<file path="src/rtl/blt_pkg.sv">
// Shared types, register indexes, mode codes and lookup functions of the battery level tracker.
package blt_pkg;

    localparam int VW = 13;
    localparam int UW = 15;
    localparam int PW = 7;
    localparam int RW = 11;
    localparam int NW = 20;
    localparam int IW = 7;
    localparam int QSTEPS = 7;

    localparam logic [2:0] CFG_EMPTY      = 3'd0;
    localparam logic [2:0] CFG_LOW        = 3'd1;
    localparam logic [2:0] CFG_THIRD      = 3'd2;
    localparam logic [2:0] CFG_TWO_THIRDS = 3'd3;
    localparam logic [2:0] CFG_FULL       = 3'd4;
    localparam logic [2:0] CFG_USB        = 3'd5;

    localparam logic [1:0] MODE_OTHER    = 2'd0;
    localparam logic [1:0] MODE_DONTMOVE = 2'd1;
    localparam logic [1:0] MODE_ZONE     = 2'd2;
    localparam logic [1:0] MODE_TRACKING = 2'd3;

    localparam logic [1:0] TIER_LOW    = 2'd0;
    localparam logic [1:0] TIER_MEDIUM = 2'd1;
    localparam logic [1:0] TIER_HIGH   = 2'd2;
    localparam logic [1:0] TIER_FULL   = 2'd3;

    typedef enum logic [2:0] {
        S_IDLE,
        S_MED,
        S_UPD,
        S_PREP,
        S_DIV,
        S_FIN
    } t_state;

    typedef struct packed {
        logic load;
        logic med_step;
        logic update;
        logic prep;
        logic div_step;
        logic out_load;
    } t_cmd;

    typedef struct packed {
        logic med_last;
        logic div_last;
        logic out_free;
    } t_status;

    function automatic logic [3:0] refresh_weight(input logic [RW-1:0] r);
        logic [3:0] w;
        w = 4'd0;
        case (r)
            11'd1, 11'd2, 11'd3, 11'd4, 11'd5: w = 4'd15;
            11'd10, 11'd15:                    w = 4'd12;
            11'd30, 11'd60:                    w = 4'd10;
            11'd120, 11'd180:                  w = 4'd6;
            11'd240, 11'd300, 11'd360:         w = 4'd5;
            11'd720:                           w = 4'd3;
            11'd1440:                          w = 4'd1;
            default:                           w = 4'd0;
        endcase
        return w;
    endfunction

    function automatic logic [RW-1:0] index_to_period(input logic [IW-1:0] idx);
        logic [RW-1:0] p;
        if (idx <= 7'd2) begin
            p = 11'd1440;
        end else if (idx <= 7'd5) begin
            p = 11'd720;
        end else if (idx <= 7'd10) begin
            p = 11'd360;
        end else if (idx <= 7'd15) begin
            p = 11'd180;
        end else if (idx <= 7'd20) begin
            p = 11'd60;
        end else begin
            p = 11'd30;
        end
        return p;
    endfunction

endpackage

</file>
<file path="src/rtl/blt_ctrl.sv">
// Sequencer of the battery level tracker: steps one item through median, update, divide and output.
module blt_ctrl (
    input  logic               i_clk,
    input  logic               i_rst_n,
    input  logic               i_s_tvalid,
    output logic               o_s_tready,
    input  blt_pkg::t_status   i_status,
    output blt_pkg::t_cmd      o_cmd
);

    blt_pkg::t_state r_state;
    blt_pkg::t_state n_state;

    always_ff @(posedge i_clk) begin
        if (!i_rst_n) begin
            r_state <= blt_pkg::S_IDLE;
        end else begin
            r_state <= n_state;
        end
    end

    always_comb begin
        n_state = r_state;
        unique case (r_state)
            blt_pkg::S_IDLE: begin
                if (i_s_tvalid) n_state = blt_pkg::S_MED;
            end
            blt_pkg::S_MED: begin
                if (i_status.med_last) n_state = blt_pkg::S_UPD;
            end
            blt_pkg::S_UPD:  n_state = blt_pkg::S_PREP;
            blt_pkg::S_PREP: n_state = blt_pkg::S_DIV;
            blt_pkg::S_DIV: begin
                if (i_status.div_last) n_state = blt_pkg::S_FIN;
            end
            blt_pkg::S_FIN: begin
                if (i_status.out_free) n_state = blt_pkg::S_IDLE;
            end
            default: n_state = blt_pkg::S_IDLE;
        endcase
    end

    always_comb begin
        o_cmd      = '0;
        o_s_tready = 1'b0;
        unique case (r_state)
            blt_pkg::S_IDLE: begin
                o_s_tready = 1'b1;
                o_cmd.load = i_s_tvalid;
            end
            blt_pkg::S_MED:  o_cmd.med_step = 1'b1;
            blt_pkg::S_UPD:  o_cmd.update = 1'b1;
            blt_pkg::S_PREP: o_cmd.prep = 1'b1;
            blt_pkg::S_DIV:  o_cmd.div_step = 1'b1;
            blt_pkg::S_FIN:  o_cmd.out_load = i_status.out_free;
            default: ;
        endcase
    end

endmodule

</file>
<file path="src/rtl/blt_dp.sv">
// Datapath of the battery level tracker: window, median search, held voltage, divider, output register.
module blt_dp #(
    parameter int WINDOW_DEPTH = 3
) (
    input  logic               i_clk,
    input  logic               i_rst_n,
    input  logic               i_cfg_we,
    input  logic [2:0]         i_cfg_idx,
    input  logic [14:0]        i_cfg_data,
    input  logic [47:0]        i_s_tdata,
    output logic               o_m_tvalid,
    input  logic               i_m_tready,
    output logic [39:0]        o_m_tdata,
    input  blt_pkg::t_cmd      i_cmd,
    output blt_pkg::t_status   o_status
);

    localparam int MIW = (WINDOW_DEPTH > 1) ? $clog2(WINDOW_DEPTH) : 1;
    localparam int CW  = $clog2(WINDOW_DEPTH + 1);
    localparam logic [CW-1:0]  HALF = CW'(WINDOW_DEPTH / 2);
    localparam logic [MIW-1:0] LAST = MIW'(WINDOW_DEPTH - 1);

    logic [12:0] r_empty, r_low, r_third, r_two_thirds, r_full;
    logic [14:0] r_usb_thr;

    logic [12:0] r_win [WINDOW_DEPTH];
    logic        r_filled;
    logic [12:0] r_held;
    logic        r_sent;

    logic        r_chg, r_dev_on, r_psave, r_trk;
    logic [1:0]  r_kind;
    logic [10:0] r_refresh;

    logic [MIW-1:0] r_mi;
    logic [12:0]    r_med;
    logic           r_off, r_alert;
    logic [1:0]     r_tier;
    logic           r_pct_direct;
    logic [6:0]     r_pct_val;
    logic [19:0]    r_rem;
    logic [12:0]    r_den;
    logic [6:0]     r_q;
    logic [2:0]     r_k;

    logic           r_out_valid;
    logic [12:0]    r_out_volt;
    logic [6:0]     r_out_pct;
    logic [1:0]     r_out_tier;
    logic           r_out_off, r_out_alert, r_out_chg;
    logic [10:0]    r_out_period;

    logic [12:0]    s_sample;
    logic [12:0]    s_cand;
    logic [CW-1:0]  s_lt, s_le;
    logic [12:0]    s_held;
    logic [19:0]    s_trial;
    logic [6:0]     s_pct;
    logic [6:0]     s_idx_base, s_idx;

    assign s_sample = i_s_tdata[12:0];

    always_ff @(posedge i_clk) begin
        if (!i_rst_n) begin
            r_empty      <= 13'd3400;
            r_low        <= 13'd3650;
            r_third      <= 13'd3700;
            r_two_thirds <= 13'd3850;
            r_full       <= 13'd4100;
            r_usb_thr    <= 15'd4000;
        end else if (i_cfg_we) begin
            case (i_cfg_idx)
                blt_pkg::CFG_EMPTY:      r_empty      <= i_cfg_data[12:0];
                blt_pkg::CFG_LOW:        r_low        <= i_cfg_data[12:0];
                blt_pkg::CFG_THIRD:      r_third      <= i_cfg_data[12:0];
                blt_pkg::CFG_TWO_THIRDS: r_two_thirds <= i_cfg_data[12:0];
                blt_pkg::CFG_FULL:       r_full       <= i_cfg_data[12:0];
                blt_pkg::CFG_USB:        r_usb_thr    <= i_cfg_data;
                default: ;
            endcase
        end
    end

    // capture item and shift window
    always_ff @(posedge i_clk) begin
        if (!i_rst_n) begin
            for (int i = 0; i < WINDOW_DEPTH; i++) r_win[i] <= '0;
            r_filled <= 1'b0;
        end else if (i_cmd.load) begin
            if (!r_filled) begin
                for (int i = 0; i < WINDOW_DEPTH; i++) r_win[i] <= s_sample;
            end else begin
                for (int i = 0; i < WINDOW_DEPTH - 1; i++) r_win[i] <= r_win[i+1];
                r_win[WINDOW_DEPTH-1] <= s_sample;
            end
            r_filled <= 1'b1;
        end
    end

    always_ff @(posedge i_clk) begin
        if (i_cmd.load) begin
            r_chg     <= i_s_tdata[27:13] >= r_usb_thr;
            r_dev_on  <= i_s_tdata[28];
            r_psave   <= i_s_tdata[29];
            r_kind    <= i_s_tdata[31:30];
            r_trk     <= i_s_tdata[32];
            r_refresh <= i_s_tdata[43:33];
        end
    end

    // median: rank one candidate per cycle
    assign s_cand = r_win[r_mi];

    always_comb begin
        s_lt = '0;
        s_le = '0;
        for (int j = 0; j < WINDOW_DEPTH; j++) begin
            s_lt = s_lt + CW'(r_win[j] < s_cand);
            s_le = s_le + CW'(r_win[j] <= s_cand);
        end
    end

    always_ff @(posedge i_clk) begin
        if (i_cmd.load) begin
            r_mi <= '0;
        end else if (i_cmd.med_step) begin
            r_mi <= r_mi + MIW'(1);
            if (s_lt <= HALF && s_le > HALF) r_med <= s_cand;
        end
    end

    always_comb begin
        s_held = r_held;
        if ((r_chg && r_med > r_held) || (!r_chg && r_med < r_held) || r_held == '0) begin
            s_held = r_med;
        end
    end

    always_ff @(posedge i_clk) begin
        if (!i_rst_n) begin
            r_held <= '0;
            r_sent <= 1'b0;
        end else if (i_cmd.update) begin
            r_held <= s_held;
            if (r_dev_on) begin
                if (s_held <= r_empty) begin
                    r_sent <= r_sent;
                end else if (s_held <= r_low && !r_chg && !r_sent) begin
                    r_sent <= 1'b1;
                end else if (s_held > r_low) begin
                    r_sent <= 1'b0;
                end
            end
        end
    end

    always_ff @(posedge i_clk) begin
        if (i_cmd.update) begin
            r_off   <= r_dev_on && s_held <= r_empty;
            r_alert <= r_dev_on && s_held > r_empty && s_held <= r_low && !r_chg && !r_sent;
        end
    end

    // tier, percentage special cases, divider setup
    always_ff @(posedge i_clk) begin
        if (i_cmd.prep) begin
            if (r_held < r_third) begin
                r_tier <= blt_pkg::TIER_LOW;
            end else if (r_held < r_two_thirds) begin
                r_tier <= blt_pkg::TIER_MEDIUM;
            end else if (r_held < r_full) begin
                r_tier <= blt_pkg::TIER_HIGH;
            end else begin
                r_tier <= blt_pkg::TIER_FULL;
            end
            if (r_full <= r_empty) begin
                r_pct_direct <= 1'b1;
                r_pct_val    <= (r_held > r_empty) ? 7'd100 : 7'd0;
            end else if (r_held <= r_empty) begin
                r_pct_direct <= 1'b1;
                r_pct_val    <= 7'd0;
            end else if (r_held >= r_full) begin
                r_pct_direct <= 1'b1;
                r_pct_val    <= 7'd100;
            end else begin
                r_pct_direct <= 1'b0;
                r_pct_val    <= 7'd0;
            end
            r_rem <= 20'(r_held - r_empty) * 20'd100;
            r_den <= r_full - r_empty;
            r_q   <= '0;
            r_k   <= 3'(blt_pkg::QSTEPS - 1);
        end else if (i_cmd.div_step) begin
            if (r_rem >= s_trial) begin
                r_rem    <= r_rem - s_trial;
                r_q[r_k] <= 1'b1;
            end
            r_k <= r_k - 3'd1;
        end
    end

    assign s_trial = 20'(r_den) << r_k;

    // consumption index and output register
    assign s_pct = r_pct_direct ? r_pct_val : r_q;

    always_comb begin
        s_idx_base = r_chg ? 7'd20 : 7'd0;
        if (r_dev_on && !r_psave) s_idx_base = s_idx_base + 7'd5;
        if (r_kind == blt_pkg::MODE_DONTMOVE && !r_trk) begin
            s_idx_base = s_idx_base + 7'd1;
        end else if (r_kind == blt_pkg::MODE_ZONE && !r_trk) begin
            s_idx_base = s_idx_base + 7'd8;
        end else if (r_kind != blt_pkg::MODE_OTHER) begin
            s_idx_base = s_idx_base + 7'(blt_pkg::refresh_weight(r_refresh));
        end
        s_idx = (s_pct <= 7'd20) ? (s_idx_base << 1) : s_idx_base;
    end

    always_ff @(posedge i_clk) begin
        if (!i_rst_n) begin
            r_out_valid <= 1'b0;
        end else if (i_cmd.out_load) begin
            r_out_valid <= 1'b1;
        end else if (i_m_tready) begin
            r_out_valid <= 1'b0;
        end
    end

    always_ff @(posedge i_clk) begin
        if (i_cmd.out_load) begin
            r_out_volt   <= r_held;
            r_out_pct    <= s_pct;
            r_out_tier   <= r_tier;
            r_out_off    <= r_off;
            r_out_alert  <= r_alert;
            r_out_chg    <= r_chg;
            r_out_period <= blt_pkg::index_to_period(s_idx);
        end
    end

    assign o_m_tvalid = r_out_valid;
    assign o_m_tdata  = {4'd0, r_out_chg, r_out_period, r_out_alert, r_out_off,
                         r_out_tier, r_out_pct, r_out_volt};

    assign o_status.med_last = (r_mi == LAST);
    assign o_status.div_last = (r_k == 3'd0);
    assign o_status.out_free = !r_out_valid || i_m_tready;

    a_pct_range: assert property (@(posedge i_clk) disable iff (!i_rst_n)
        r_out_valid |-> r_out_pct <= 7'd100)
        else $error("percent above one hundred");

    a_off_alert: assert property (@(posedge i_clk) disable iff (!i_rst_n)
        r_out_valid |-> !(r_out_off && r_out_alert))
        else $error("turn-off and alert raised together");

    a_filled: assert property (@(posedge i_clk) disable iff (!i_rst_n)
        i_cmd.load |=> r_filled)
        else $error("window not marked filled after an item");

    a_out_load: assert property (@(posedge i_clk) disable iff (!i_rst_n)
        i_cmd.out_load |-> (!r_out_valid || i_m_tready))
        else $error("output register overwritten while held");

endmodule

</file>
<file path="src/rtl/battery_level_tracker.sv">
// Top level of the battery level tracker: sequencer plus datapath.
// Items are taken one at a time: a new item is accepted only once the previous result has been
// loaded into the output register. The median search ranks one window
// entry per cycle and the percentage divider resolves one quotient bit per cycle.
// The output register holds a result while the next item is taken.
// Reset (synchronous, active low) restores register defaults, clears window and held voltage.
module battery_level_tracker #(
    parameter int WINDOW_DEPTH = 3
) (
    input  logic        i_clk,
    input  logic        i_rst_n,
    input  logic        i_cfg_we,
    input  logic [2:0]  i_cfg_idx,
    input  logic [14:0] i_cfg_data,
    input  logic        i_s_tvalid,
    output logic        o_s_tready,
    // battery_sample, usb_voltage, device_on, power_saving, mode_kind,
    // mode_tracking_state, refresh_minutes
    input  logic [47:0] i_s_tdata,
    output logic        o_m_tvalid,
    input  logic        i_m_tready,
    // shown_voltage, percent, led_tier, turn_off_request, low_alert, check_period, charging
    output logic [39:0] o_m_tdata
);

    blt_pkg::t_cmd    s_cmd;
    blt_pkg::t_status s_status;

    blt_ctrl u_ctrl (
        .i_clk      (i_clk),
        .i_rst_n    (i_rst_n),
        .i_s_tvalid (i_s_tvalid),
        .o_s_tready (o_s_tready),
        .i_status   (s_status),
        .o_cmd      (s_cmd)
    );

    blt_dp #(
        .WINDOW_DEPTH (WINDOW_DEPTH)
    ) u_dp (
        .i_clk      (i_clk),
        .i_rst_n    (i_rst_n),
        .i_cfg_we   (i_cfg_we),
        .i_cfg_idx  (i_cfg_idx),
        .i_cfg_data (i_cfg_data),
        .i_s_tdata  (i_s_tdata),
        .o_m_tvalid (o_m_tvalid),
        .i_m_tready (i_m_tready),
        .o_m_tdata  (o_m_tdata),
        .i_cmd      (s_cmd),
        .o_status   (s_status)
    );

endmodule

</file>
<file path="config.mk">
export PLATFORM = sky130hd
export DESIGN_NAME = battery_level_tracker
export DESIGN_NICKNAME = d
export VERILOG_FILES = /design/src/rtl/blt_pkg.sv /design/src/rtl/blt_ctrl.sv /design/src/rtl/blt_dp.sv /design/src/rtl/battery_level_tracker.sv
export SDC_FILE = /design/constraint.sdc
export NUM_CORES = 1
export LEC_CHECK = 0
export ABC_AREA = 0
export BUFFER_PORTS_ARGS = -buffer_cell sky130_fd_sc_hd__buf_4
export CAP_MARGIN = 20
export CELL_PAD_IN_SITES_DETAIL_PLACEMENT = 1
export CELL_PAD_IN_SITES_GLOBAL_PLACEMENT = 1
export CORE_ASPECT_RATIO = 1.75
export CORE_MARGIN = 5
export CORE_UTILIZATION = 48
export CTS_BUF_LIST = sky130_fd_sc_hd__clkbuf_16
export CTS_CLUSTER_DIAMETER = 120
export DETAILED_ROUTE_END_ITERATION = 7
export PLACE_DENSITY_LB_ADDON = 0.1
export SLEW_MARGIN = 25
export SYNTH_ARGS = -nofsm -noshare
export SYNTH_HDL_FRONTEND = slang
export SYNTH_SLANG_ARGS = --single-unit
</file>
<file path="constraint.sdc">
create_clock -name i_clk -period 5.5 [get_ports i_clk]
set_input_delay 1.1 -clock i_clk [delete_from_list [all_inputs] [get_ports i_clk]]
set_output_delay 1.1 -clock i_clk [all_outputs]
set_load 0.02 [all_outputs]
</file>
---- After elaboration in Yosys (flattened, before gate mapping) ----
Memory sizes are Yosys's and may differ from the RTL's. A register that Yosys moved wholly into a read port is not among the register bits.
Cells that the tools add are included.
word-level totals
  output and inout port bits .............. 42
  memories kept ........................... 1
  input port bits ......................... 71
  bits in read-only memories .............. 0
  bits in writable memories ............... 39
  flip-flop bits (word level) ............. 222
  bits in latches ......................... 0
memory list
  memory      depth  bits a word  read ports  clocked after Yosys merged registers in  wr ports  RTL line      source
  u_dp.r_win  3      13           4           1                                        3         blt_dp.sv:26  logic [12:0] r_win [WINDOW_DEPTH];
operators by class
  reduce and logical (&&, ||, !) cells .... 52
  $add $sub $neg .......................... 13
  $lt $le $gt $ge ......................... 31
  equal/unequal tests ..................... 33
  multiplexer cells ....................... 61
  multiply operators ...................... 1
  div/mod/pow operators ................... 0
  bitwise logic cells ..................... 9
  shift operators ......................... 1
operator list
  operator                                                               number
  13-bit <= comparator                                                   7
  13-bit < comparator                                                    7
  13-bit two-way mux                                                     7
  7-bit two-way mux                                                      10
  20-bit two-way mux                                                     3
  13-bit > comparator                                                    4
  11-bit two-way mux                                                     3
  4-bit one-hot mux with 7 select lines                                  1
  1-bit two-way mux                                                      24
  11-bit by 2-bit == test with 1-bit output, second input constant       2
  11-bit by 3-bit == test with 1-bit output, second input constant       2
  11-bit by 4-bit == test with 1-bit output, second input constant       2
  11-bit by 8-bit == test with 1-bit output, second input constant       2
  11-bit by 9-bit == test with 1-bit output, second input constant       2
  20-bit greater-or-equal comparator                                     1
  20-bit by 5-bit multiplier with 18-bit output, second input constant   1
  13-bit by 3-bit << shifter with 20-bit output                          1
  20-bit subtractor                                                      1
  3-bit one-hot mux with 6 select lines                                  1
  2-bit AND reduction                                                    8
  15-bit greater-or-equal comparator                                     1
  7-bit by 4-bit <= comparator with 1-bit output, second input constant  2
  7-bit by 5-bit <= comparator with 1-bit output, second input constant  2
  1-bit logical AND                                                      14
  other kinds (50)                                                       93

---- Longest topological paths before layout ----
  depth after elaboration ................. 16
  depth in mapped cells ................... 23
  depth with buffers taken out ............ 23

---- Cells and area by module ----
A second synthesis with hierarchy kept.
unflattened totals
  cells, all modules ...................... 1,913
  area, all modules ....................... 17,683.2 µm²
modules (own cells, without submodules)
  module    instances  cells an instance  area each (µm²)
  blt_dp    1          1,888              17,466.8
  blt_ctrl  1          25                 216.5

---- Worst setup path before layout ----
No wires, ideal clock.
  path kind ............................... register to register
  start ................................... register u_dp.r_held[0]
  end ..................................... register u_dp.r_rem[19], data pin
  stages on the path, launching flop included .. 24
  clock period less this slack ............ 5,102 ps
  data required time ...................... 5,234 ps
  buffers on the path ..................... 0
  data arrival time ....................... 4,836 ps
  slack ................................... 398 ps
  library setup time ...................... 266 ps
  cells stage by stage .................... dfxtp_1 inv_1 ha_1 inv_1 fa_1 a21o_1 a21oi_1 o221ai_1 a21o_1 a21oi_1 xor2_1 inv_1 ha_1 ha_1 inv_1 fa_1 inv_1 ha_1 or3_1 a2111oi_0 nor3_1 a31o_2 xnor2_1 o22ai_1
between the ends
  cells in the longest elaborated chain, start to end .. 3
ends and longest elaborated chain
  what                                            RTL line       source
  from (decl)                                     blt_dp.sv:28   logic [12:0] r_held;
  from (signal assigned)                          blt_dp.sv:144  r_held <= s_held;
  13-bit by 13-bit subtractor with 14-bit output  blt_dp.sv:189  r_rem <= 20'(r_held - r_empty) * 20'd100;
  20-bit by 5-bit multiplier with 18-bit output   blt_dp.sv:189
  20-bit two-way mux                              blt_dp.sv:166  if (i_cmd.prep) begin
  to (signal assigned)                            blt_dp.sv:189
  to (signal assigned)                            blt_dp.sv:195  r_rem <= r_rem - s_trial;
  to (decl)                                       blt_dp.sv:41   logic [19:0] r_rem;
No other way between the ends.
A chain may end at the register's enable or synchronous reset.

---- Final worst setup path ----
  start ................................... register u_dp.r_held[6]
  end ..................................... register u_dp.r_alert, data pin
between the ends
  cells in the longest elaborated chain, start to end .. 10
  elaborated cells between the ends (all ways) .. 14
  those cells by class .................... 4 x order compare; 1 x mux; 9 x reduce/logical
ends and longest elaborated chain
  what                                                        RTL line       source
  13-bit > comparator or 13-bit < comparator (tied branches)  blt_dp.sv:134  if ((r_chg && r_med > r_held) || (!r_chg && r_med < r_held) || r_held == '0) begin
  1-bit logical AND                                           blt_dp.sv:134
  1-bit logical OR                                            blt_dp.sv:134
  1-bit logical OR (*)                                        blt_dp.sv:134
  13-bit two-way mux (*)                                      blt_dp.sv:134
  net u_dp.s_held[1]                                          blt_dp.sv:56   logic [12:0] s_held;
  13-bit > comparator                                         blt_dp.sv:160  r_alert <= r_dev_on && s_held > r_empty && s_held <= r_low && !r_chg && !r_sent;
  1-bit logical AND                                           blt_dp.sv:160
  1-bit logical AND (*) (3 in a row)                          blt_dp.sv:160
  to (signal assigned)                                        blt_dp.sv:160
  to (decl)                                                   blt_dp.sv:37   logic r_off, r_alert;
Mark *: on every way through the listed nets, which the timed path passes. The rest lies on a longest branch.

==> qor.yml <==
status: "finished clean"
antenna_found_initial: 0
synth_top_cell_area_share_pct: 24.2
synthSimpleGateAreaFrac_pct: 15.5
synth_xor_area_share_pct: 2.65
finalCritPeriodShare_pct: 94.5
end_kind: "register"
cp.arrival_ns: 5.55
yosys_warnings: 0
chipWidth_um: 154
viasPerCell: 5.76
tightest_slew_ns: 0.992
synth_fa_ha_area_share_pct: 18.1
die_h_um: 263
start_util_pct: 48.5
max-slew-margin-rel_pct: 33.9
period_minus_slack_ns: 5.20
synth_edf_count: 141
nFillCells: 4189
ctsLongestPathBuffers: 3
synth.ff_latch_count: 256
maxSlewViolCount: 0
globalplace.congestion: 0.901
drtAntennaViolNets: 0
p_leak_nw: 8.57
yosys.area.top_type: "edfxtp_1"
first_pass_iters: 4
netlist_top_cells_area: "edfxtp_1 24%, ha_1 16%, dfxtp_1 13%"
vias: 14256
clk_latency_ns: 0.55
drt_wl_total_mm: 51.9
dr.first_iter.drc_count: 549
fmax_ghz: 0.192
crit_fanout: 9
swShare_pct: 40.4
numCtsBuffers: 26
fp.coreArea_mm2: 0.0360
grt_pass1_vias: 15483
r2r-end: "u_dp.r_alert"
rows: 92
clockRootBuffer: "clkbuf_16"
endpoint: "u_dp.r_alert"
ys_types: 79
synth_seq_area_share_pct: 37.4
hold_violations: 0
critical_path_class: "register to register"
hold_buffers: 0
areaGrowthSynthToFinish_pct: 13.2
hold_class: "register to register"
pwr-share-seq_pct: 28.4
cts_tree: "done"
antenna_cells: 0
r2r_slack_ns: 0.30
rr_worst_depth: 19
routedWlPerCell_um: 21.0
layout_common_cells: "235 x nand2_1, 227 x ha_1, 197 x inv_1, 145 x buf_4, 141 x edfxtp_1"
max_cap_violations: 0
p_comb_share_pct: 51.2
final_common_cell: "nand2_1"
synth_compound_area_share_pct: 17.1
overflow: 0
pwr-share-clk_pct: 20.3
drcViolationCount: 0
grt_max_degree: 100
pre_cts_ws_ns: 0.0818
crit_start: "u_dp.r_held[6]"
critPathLaunchType: "register"
synth_top_family_by_area: "adder cells"
whs_ns: 0.421
port_buffers: 103
synth_area_mm2: 0.0175
synth_cells: 1876
switchingPower_w: 0.00352
postSynthAreaPerCell_um2: 9.32
dieArea_mm2: 0.0405
fin_nets: 2299
cts.sinks: 256
synthFlopType: "edfxtp_1"
ir_drop_v: 0.000331
powerDensity_mw_per_mm2: 439
grtUsageTotal_pct: 25.2
required_ns: 5.85
fin_skew_ns: 0.0205
setup_slack_ns: 0.302
async_reset_ff_share_pct: 0
grt_pass1_wl_mm: 81.7
io_pins: 113
clk_pin_slew_ns: 0.07
min_from: "u_dp.r_off"
htree_levels: 1
place_hpwl_mm: 41.5
p_int_w: 0.00518
r2r-start: "u_dp.r_held[6]"
synthMuxAreaShare_pct: 3.45
setup_viol: 0
drive_gt1_share_pct: 11.2
state kept, by name, summed over array words and instances, names as in the netlist, 3 cells and up, named ones only:
signal / count
u_dp.r_win: 39
u_dp.r_rem: 20
u_dp.r_usb_thr: 15
u_dp.r_den: 13
u_dp.r_empty: 13
u_dp.r_full: 13
u_dp.r_held: 13
u_dp.r_low: 13
u_dp.r_med: 13
u_dp.r_out_volt: 13
u_dp.r_third: 13
u_dp.r_two_thirds: 13
u_dp.r_refresh: 11
u_dp.r_out_period: 10
u_dp.r_out_pct: 7
u_dp.r_q: 7
u_ctrl.r_state: 3
u_dp.r_k: 3
cell usage after synthesis (all sizes together) (5+ instances only):
cell type,number
or4,5
o2111ai,5
mux2i,32
xor2,23
nor2,78
buf,14
nor4,10
or3,9
clkbuf,54
a21o,43
o21ai,76
nor3,24
dfxtp,115
o21a,37
o211ai,35
a21boi,56
a211oi,14
nand2,235
and2,21
a21oi,103
mux4,5
edfxtp,141
nand4,31
fa,16
o22ai,12
ha,227
and4,6
xnor2,30
mux2,14
a2111oi,6
and3,10
nand2b,38
o21bai,14
inv,193
a31oi,12
nor3b,5
nor2b,35
nand3,39
cell families after synthesis:
| group | count (synthesis) |
|---|---|
| other | 1 |
| buffers and inverters | 263 |
| multiplexers | 51 |
| AO/OA/AOI/OAI | 450 |
| XOR/XNOR | 53 |
| AND/OR/NAND/NOR | 559 |
| flip-flops | 256 |
| adder cells (fa/ha/maj) | 243 |
layer usage:
metal	vias to the layer above	GRT usage (%)	wire [um]
li1	6893	-	-
met1	6963	23.7	17400
met2	254	51.2	29700
met3	146	2.22	1240
met4	0	14.3	3610
met5	-	0	0
power groups by stage:
stage | Combinational [W] | Clock, W | Sequential, W
finish | 0.00446 | 0.00177 | 0.00247
detailed placement | 0.00441 | 0 | 0.00251
global route | 0.00503 | 0.00189 | 0.00249
floorplan | 0.00322 | 0 | 0.00241
CTS | 0.00446 | 0.00181 | 0.00247
global placement | 0.00422 | 0 | 0.00250
how the worst min path moves through the flow:
stage | slack, ns | to | depth (start not counted)
2_1_floorplan | 0.40 | u_dp.r_out_alert | 0
3_3_place_gp | 0.40 | u_dp.r_out_alert | 0
3_5_place_dp | 0.41 | u_dp.r_out_off | 0
4_1_cts | 0.42 | u_dp.r_out_off | 0
5_1_grt | 0.44 | u_dp.r_out_off | 0
6_report | 0.42 | u_dp.r_out_off | 0
worst max-delay path, stage by stage, from the launching register on:
cell and delay [ns]:
dfxtp_1 0.51, inv_1 0.11, ha_1 0.31, a21o_1 0.16
a21o_1 0.17, a2111oi_0 0.49, nor2_1 0.08, a2111oi_1 0.44
or3_1 0.19, and3_2 0.32, mux2_1 0.43, ha_1 0.33
nor2b_1 0.13, o21a_1 0.11, o21ai_0 0.10, o2bb2ai_1 0.16
o211ai_1 0.16, o211ai_1 0.27, nor2_1 0.22, nor4b_1 0.29
metrics by stage:
step	utilization [%]	total power, W	cell area [um2]	TNS, ns	std cells
after global routing	55.0	0.00941	19800	-0.00579	2475
final	55.0	0.00870	19800	0	2475
after CTS	54.9	0.00874	19800	0	2475
after floorplan	-	0.00563	17500	0	1880
after detailed placement	52.5	0.00692	18900	0	2427
after global placement	52.5	0.00672	18900	0	2427
what timing repair did:
item / 4_1_cts / 5_1_grt
gates resized for setup: 0 / 7
setup buffers: 0 / 0
endpoints found under the setup margin: 0 / 4
layout make-up:
cell class,instances,area [um2],share of cell area [%]
inverters,195,732,3.70
multi-input cells,1361,10000,50.6
clock buffers,27,676,3.41
clock inverters,21,169,0.853
repair buffers,145,1090,5.50
flip-flops and latches,256,6540,33.0
well taps,470,588,2.97
No activity file was read; power rests on OpenSTA's default activity.
